--- src/rtl/bpc_pkg.sv ---
// ----------------------------------------------------------------------------
// bpc_pkg
// Types and constants for the button press classifier: item structs,
// register indexes and register reset values.
// ----------------------------------------------------------------------------
`default_nettype none

package bpc_pkg;

    localparam int unsigned TIME_W  = 32;
    localparam int unsigned CFG_W   = 16;
    localparam int unsigned CIDX_W  = 8;
    localparam int unsigned SCNT_W  = 2;

    localparam logic [CIDX_W-1:0] REG_DEBOUNCE   = 8'd0;
    localparam logic [CIDX_W-1:0] REG_HOLD       = 8'd1;
    localparam logic [CIDX_W-1:0] REG_SHORT_MAX  = 8'd2;
    localparam logic [CIDX_W-1:0] REG_DOUBLE_GAP = 8'd3;

    localparam logic [CFG_W-1:0] DEBOUNCE_RST   = 16'd30;
    localparam logic [CFG_W-1:0] HOLD_RST       = 16'd1000;
    localparam logic [CFG_W-1:0] SHORT_MAX_RST  = 16'd350;
    localparam logic [CFG_W-1:0] DOUBLE_GAP_RST = 16'd400;

    localparam logic LVL_PRESSED  = 1'b0;
    localparam logic LVL_RELEASED = 1'b1;

    typedef struct packed {
        logic [TIME_W-1:0] now_ms;
        logic              raw_lvl;
    } in_t;

    typedef struct packed {
        logic source_usb;
        logic science_mode;
        logic source_toggled;
        logic mode_toggled;
        logic debounced_lvl;
    } out_t;

endpackage

`default_nettype wire

--- src/rtl/button_press_classifier.sv ---
// Result path: input register, then result register; the state update is a single pass
// of compare logic. Throughput: one item per cycle while results are taken.
// Result register stalls on m_ready; input side keeps accepting while results are taken.
// Reset (aresetn low, synchronous): switch released, timestamps zero, source radio,
// science mode off, registers back to their defaults.
// ----------------------------------------------------------------------------
// button_press_classifier
// Debounced push button with long-press source toggle and double-press
// science mode toggle, one poll per item.
// ----------------------------------------------------------------------------
`default_nettype none

module button_press_classifier (
    input  wire logic                          aclk,
    input  wire logic                          aresetn,
    input  wire logic                          s_valid,
    output logic                               s_ready,
    input  wire bpc_pkg::in_t                  s_data,
    output logic                               m_valid,
    input  wire logic                          m_ready,
    output bpc_pkg::out_t                      m_data,
    input  wire logic                          cfg_valid,
    output logic                               cfg_ready,
    input  wire logic [bpc_pkg::CIDX_W-1:0]    cfg_index,
    input  wire logic [bpc_pkg::CFG_W-1:0]     cfg_data
);

    logic [bpc_pkg::CFG_W-1:0] debounce_reg;
    logic [bpc_pkg::CFG_W-1:0] hold_reg;
    logic [bpc_pkg::CFG_W-1:0] short_max_reg;
    logic [bpc_pkg::CFG_W-1:0] double_gap_reg;

    logic                  in_vld_reg;
    bpc_pkg::in_t          in_data_reg;
    logic                  out_vld_reg;
    bpc_pkg::out_t         out_data_reg;
    bpc_pkg::out_t         out_data_next;
    logic                  advance;

    logic                        source_sel_reg, source_sel_next;
    logic                        last_sample_reg, last_sample_next;
    logic                        stable_lvl_reg, stable_lvl_next;
    logic [bpc_pkg::TIME_W-1:0]  transition_time_reg, transition_time_next;
    logic [bpc_pkg::TIME_W-1:0]  press_time_reg, press_time_next;
    logic [bpc_pkg::TIME_W-1:0]  short_release_time_reg, short_release_time_next;
    logic                        long_done_reg, long_done_next;
    logic                        science_flag_reg, science_flag_next;
    logic [bpc_pkg::SCNT_W-1:0]  short_count_reg, short_count_next;

    logic [bpc_pkg::TIME_W-1:0]  now;
    logic                        lvl;
    logic [bpc_pkg::TIME_W-1:0]  deb_diff;
    logic [bpc_pkg::TIME_W-1:0]  dur;
    logic [bpc_pkg::TIME_W-1:0]  gap_diff;
    logic [bpc_pkg::TIME_W-1:0]  gap2_diff;
    logic [bpc_pkg::TIME_W-1:0]  hold_diff;
    logic [bpc_pkg::TIME_W-1:0]  debounce_ext;
    logic [bpc_pkg::TIME_W-1:0]  hold_ext;
    logic [bpc_pkg::TIME_W-1:0]  short_max_ext;
    logic [bpc_pkg::TIME_W-1:0]  gap_ext;
    logic                        src_pulse;
    logic                        mode_pulse;

    assign cfg_ready = 1'b1;
    assign advance   = in_vld_reg && (!out_vld_reg || m_ready);
    assign s_ready   = !in_vld_reg || advance;
    assign m_valid   = out_vld_reg;
    assign m_data    = out_data_reg;

    assign debounce_ext  = {{(bpc_pkg::TIME_W-bpc_pkg::CFG_W){1'b0}}, debounce_reg};
    assign hold_ext      = {{(bpc_pkg::TIME_W-bpc_pkg::CFG_W){1'b0}}, hold_reg};
    assign short_max_ext = {{(bpc_pkg::TIME_W-bpc_pkg::CFG_W){1'b0}}, short_max_reg};
    assign gap_ext       = {{(bpc_pkg::TIME_W-bpc_pkg::CFG_W){1'b0}}, double_gap_reg};

    assign now = in_data_reg.now_ms;
    assign lvl = in_data_reg.raw_lvl;

    always_comb begin
        source_sel_next         = source_sel_reg;
        stable_lvl_next         = stable_lvl_reg;
        press_time_next         = press_time_reg;
        short_release_time_next = short_release_time_reg;
        long_done_next          = long_done_reg;
        science_flag_next       = science_flag_reg;
        short_count_next        = short_count_reg;
        src_pulse               = 1'b0;
        mode_pulse              = 1'b0;

        last_sample_next     = lvl;
        transition_time_next = (lvl != last_sample_reg) ? now : transition_time_reg;

        deb_diff = now - transition_time_next;
        dur      = now - press_time_reg;
        gap_diff = now - short_release_time_reg;

        if (stable_lvl_reg != last_sample_next && deb_diff >= debounce_ext) begin
            stable_lvl_next = last_sample_next;
            if (last_sample_next == bpc_pkg::LVL_PRESSED) begin
                press_time_next = now;
                long_done_next  = 1'b0;
            end else begin
                if (!long_done_reg) begin
                    if (dur != '0 && dur <= short_max_ext) begin
                        if (short_count_reg == '0 || gap_diff >= gap_ext) begin
                            short_count_next        = {{(bpc_pkg::SCNT_W-1){1'b0}}, 1'b1};
                            short_release_time_next = now;
                        end else begin
                            science_flag_next       = !science_flag_reg;
                            short_count_next        = '0;
                            short_release_time_next = '0;
                            mode_pulse              = 1'b1;
                        end
                    end else begin
                        short_count_next        = '0;
                        short_release_time_next = '0;
                    end
                end
                press_time_next = '0;
                long_done_next  = 1'b0;
            end
        end

        gap2_diff = now - short_release_time_next;
        if (short_count_next != '0 && gap2_diff >= gap_ext) begin
            short_count_next        = '0;
            short_release_time_next = '0;
        end

        hold_diff = now - press_time_next;
        if (stable_lvl_next == bpc_pkg::LVL_PRESSED && !long_done_next
                && hold_diff >= hold_ext) begin
            source_sel_next         = !source_sel_reg;
            src_pulse               = 1'b1;
            long_done_next          = 1'b1;
            short_count_next        = '0;
            short_release_time_next = '0;
        end

        out_data_next.source_usb     = source_sel_next;
        out_data_next.science_mode   = science_flag_next;
        out_data_next.source_toggled = src_pulse;
        out_data_next.mode_toggled   = mode_pulse;
        out_data_next.debounced_lvl  = stable_lvl_next;
    end

    always_ff @(posedge aclk) begin
        if (!aresetn) begin
            debounce_reg   <= bpc_pkg::DEBOUNCE_RST;
            hold_reg       <= bpc_pkg::HOLD_RST;
            short_max_reg  <= bpc_pkg::SHORT_MAX_RST;
            double_gap_reg <= bpc_pkg::DOUBLE_GAP_RST;
        end else if (cfg_valid && cfg_ready) begin
            unique case (cfg_index)
                bpc_pkg::REG_DEBOUNCE:   debounce_reg   <= cfg_data;
                bpc_pkg::REG_HOLD:       hold_reg       <= cfg_data;
                bpc_pkg::REG_SHORT_MAX:  short_max_reg  <= cfg_data;
                bpc_pkg::REG_DOUBLE_GAP: double_gap_reg <= cfg_data;
                default: ;
            endcase
        end
    end

    always_ff @(posedge aclk) begin
        if (!aresetn) begin
            in_vld_reg  <= 1'b0;
            out_vld_reg <= 1'b0;
        end else begin
            if (s_ready) begin
                in_vld_reg <= s_valid;
            end
            if (advance) begin
                out_vld_reg <= 1'b1;
            end else if (m_ready) begin
                out_vld_reg <= 1'b0;
            end
        end
    end

    always_ff @(posedge aclk) begin
        if (s_valid && s_ready) begin
            in_data_reg <= s_data;
        end
        if (advance) begin
            out_data_reg <= out_data_next;
        end
    end

    always_ff @(posedge aclk) begin
        if (!aresetn) begin
            source_sel_reg         <= 1'b0;
            last_sample_reg        <= bpc_pkg::LVL_RELEASED;
            stable_lvl_reg         <= bpc_pkg::LVL_RELEASED;
            transition_time_reg    <= '0;
            press_time_reg         <= '0;
            short_release_time_reg <= '0;
            long_done_reg          <= 1'b0;
            science_flag_reg       <= 1'b0;
            short_count_reg        <= '0;
        end else if (advance) begin
            source_sel_reg         <= source_sel_next;
            last_sample_reg        <= last_sample_next;
            stable_lvl_reg         <= stable_lvl_next;
            transition_time_reg    <= transition_time_next;
            press_time_reg         <= press_time_next;
            short_release_time_reg <= short_release_time_next;
            long_done_reg          <= long_done_next;
            science_flag_reg       <= science_flag_next;
            short_count_reg        <= short_count_next;
        end
    end

endmodule

`default_nettype wire
--- config.mk ---
export PLATFORM = sky130hd
export DESIGN_NAME = button_press_classifier
export DESIGN_NICKNAME = d
export VERILOG_FILES = /design/src/rtl/bpc_pkg.sv /design/src/rtl/button_press_classifier.sv
export SDC_FILE = /design/constraint.sdc
export NUM_CORES = 1
export LEC_CHECK = 0
export ABC_CLOCK_PERIOD_IN_PS = 13500
export BUFFER_PORTS_ARGS = -buffer_cell sky130_fd_sc_hd__buf_2
export CORE_MARGIN = 1.5
export CORE_UTILIZATION = 45
export DETAILED_ROUTE_END_ITERATION = 8
export PLACE_DENSITY = 0.62
export SETUP_SLACK_MARGIN = 0.05
export SLEW_MARGIN = 15
export SYNTH_ARGS = -nofsm -noshare
export SYNTH_HDL_FRONTEND = slang
export SYNTH_SLANG_ARGS = --single-unit
--- constraint.sdc ---
create_clock -name aclk -period 13.5 [get_ports aclk]
set_input_delay 2.7 -clock aclk [delete_from_list [all_inputs] [get_ports aclk]]
set_output_delay 2.7 -clock aclk [all_outputs]
set_load 0.03 [all_outputs]
==> results.txt <==
Run status -> completed
First-iteration detailed-routing DRC count -> 1759
Final worst path period share -> 91.50%
Clk pin slew, worst setup/hold paths -> 0.07 ns
Met3 GRT Util -> 3.516%
Max incr delay on CP -> 0.81 ns
CP Data Required Time -> 13.96 ns
Clock Tree Buf Depth -> 3
M1 GR Usage -> 37.68%
Number of enable flip-flop cells after synthesis -> 38
Part of the power in registers -> 31.1%
Clk network pwr share -> 33.3%
Yosys top cell area share -> 17.31%
Critical-path top delay cell -> nor4_1
LEAKAGE -> 8.463 nW
Count of cells resized by post-cts repair -> 0
Slew @ Worst Pin -> 1.134 ns
Routed len/inst -> 20.72 um
Cell count after placement -> 3082
Area after DPL -> 0.02048 sq mm
Top post-synthesis cells by area -> dfxtp_1, ha_1, nand2_1
Netlist cell types -> 86
Min-Delay Path Class -> register to register
CTS root buffer -> clkbuf_16
Layout cell share with drive strength beyond 1 -> 7.668%
Vias per inst -> 6.092
Total power -> 2.149 mW
DR pass1 iterations -> 6
CTS tree -> yes
Tmin final -> 12.35 ns
Endpoints failing setup -> 0
Final Skew -> 0.01746 ns
Final Instance Area -> 0.02134 sq mm
Global Route Usage Sum -> 28.39%
Htree depth -> 1
CP Launch Type -> register
Final std cells w/o fill -> 3128
Post-Place Worst Slack -> 1.381 ns
FF+latch area -> 0.004524 sq mm
Routability congestion estimate -> 0.9775
Top-count cell post-synth -> nand2_1
Most frequent cells after synthesis -> nand2_1, ha_1, a21oi_1, inv_1, dfxtp_1
Mapped Nets -> 2799
Async S/R FF share, synth -> 0%
Multi-input logic area -> 0.01399 sq mm
Setup slack after layout -> 1.147 ns
Core Region -> 0.04298 sq mm
CP Max Fanout -> 32
GRT met2 Usage -> 46.63%
Max Clk Rate -> 80.95 MHz
Worst-Skew Late Latency -> 0.56 ns
Cts hold-fix bufs -> 0
RSZ-0062 raised after global routing -> no
ANT nets after route -> 0
Die Wd -> 211.4 um
Maximum vdd drop -> 0.0001038 V
Seq/Total Area, Yosys -> 23.15%
Sink Count -> 207
Power per cell area -> 100.7 mW/mm^2
Starting density of the core -> 45.48%
Slew headroom -> 24.42%
Total CTS buffers -> 25
Top_reg_cell synth -> dfxtp_1
Setup bufs post-CTS -> 0
Fin util -> 49.64%
Area delta synth->final -> 9.160%
Cell area after synthesis -> 0.01955 sq mm
Total Nets Final -> 2826
MaxCap Viol Count -> 0
Final hold slack -> 0.4611 ns
Vias in the first global route -> 17901
Logic pwr share -> 35.6%
Top Ports -> 70
GRT overflow -> 0
Cell Int Power -> 1.365 mW
Antenna Cells -> 0
Worst setup path class -> register to register
Fin. Hold Viols -> 0
Post-DP HPWL -> 50.36 mm
Yosys warns -> 0
IO Port Bufs -> 68
Cell taking the most area after synthesis -> dfxtp_1
Switching Share -> 36.48%
Die H -> 211.4 um
Post-Route WL -> 64.82 mm
Busiest grt layer -> met2
Largest net degree at the start of global routing -> 102
Post-synthesis cell count -> 2497
NetSw -> 0.7838 mW
Syn avg cell area -> 7.828 sq um
Drt drc -> 0
Crit path DAT -> 12.81 ns
Nature of the critical path endpoint -> register
Die area -> 0.04470 sq mm
Vias after detailed routing -> 19057
First-pass GRT wire length -> 99.68 mm
Slew Limit Fails -> 0
Site row count -> 76
Layout fillers -> 4283
Initial antenna violation count -> 0
Synth Register Bits -> 207
Fin Setup TNS -> 0 ns
-- worst max-delay path: cells and delay by family (launching register included) --
kind            cells  cell delay (ns)
mux                 1             0.27
compound gates     22             5.00
xor+xnor            3             0.65
buf+inv             2             0.57
flops               1             0.50
fa+ha+maj           5             1.54
simple gates       10             3.68
-- power groups by stage --
stage | combinational, mW | clock [mW] | sequential, mW
final | 0.765 | 0.715 | 0.669
after detailed placement | 0.748 | 0 | 0.682
after global routing | 0.845 | 0.750 | 0.671
after floorplan | 0.549 | 0 | 0.680
after global placement | 0.741 | 0 | 0.681
after CTS | 0.754 | 0.730 | 0.669
-- worst paths after layout --
kind                            from                   endpoint  slack (ns)  cells after the start
max                 last_sample_next  short_release_time_reg[0]        1.15                     43
min          transition_time_reg[16]    transition_time_reg[16]        0.46                      2
max reg2reg         last_sample_next  short_release_time_reg[0]        1.15                     43
min reg2reg  transition_time_reg[16]    transition_time_reg[16]        0.46                      2
-- cells by family after synthesis --
group	Yosys count	share of synthesized area, %
DFF	207	23.15
muxes	56	2.880
adders and majority gates	240	15.55
xor gates and xnor gates	100	4.481
AOI/OAI and AO/OA	833	29.22
buffers and inverters	275	5.447
and+or+nand+nor	785	19.25
other	1	0.01918
-- metal layers --
| layer | vias to the layer above | routed length, um | share of wire (%) |
|---|---|---|---|
| met1 | 8988 | 28660 | 44 |
| met5 | - | 0 | 0 |
| met2 | 656 | 29380 | 45 |
| met4 | 0 | 2766 | 4.3 |
| met3 | 136 | 4011 | 6.2 |
| li1 | 9277 | - | - |
-- cells in the final DEF (no fill, tap or decap), drive strengths merged, types with 37 or more instances in the layout --
master and count:
a21oi 194, a21boi 82, edfxtp 38, ha 235, inv 177, o21a 41, xnor2 60, buf 100
a21o 56, nand4 57, nand3 40, nor2 125, o21ai 151, o211ai 48, nand2 338, a22oi 65
dfxtp 169, xor2 40, mux2i 54, nand2b 37
-- area by class of cell --
type | instances | share of cell area (%)
multi-input cells | 2015 | 65.56
flip-flops and latches | 207 | 21.20
well taps | 585 | 3.430
inverters | 175 | 3.078
clock buffers | 28 | 3.032
repair buffers | 100 | 2.732
clock inverters | 18 | 0.9675
No activity file was read; power rests on OpenSTA's default activity.
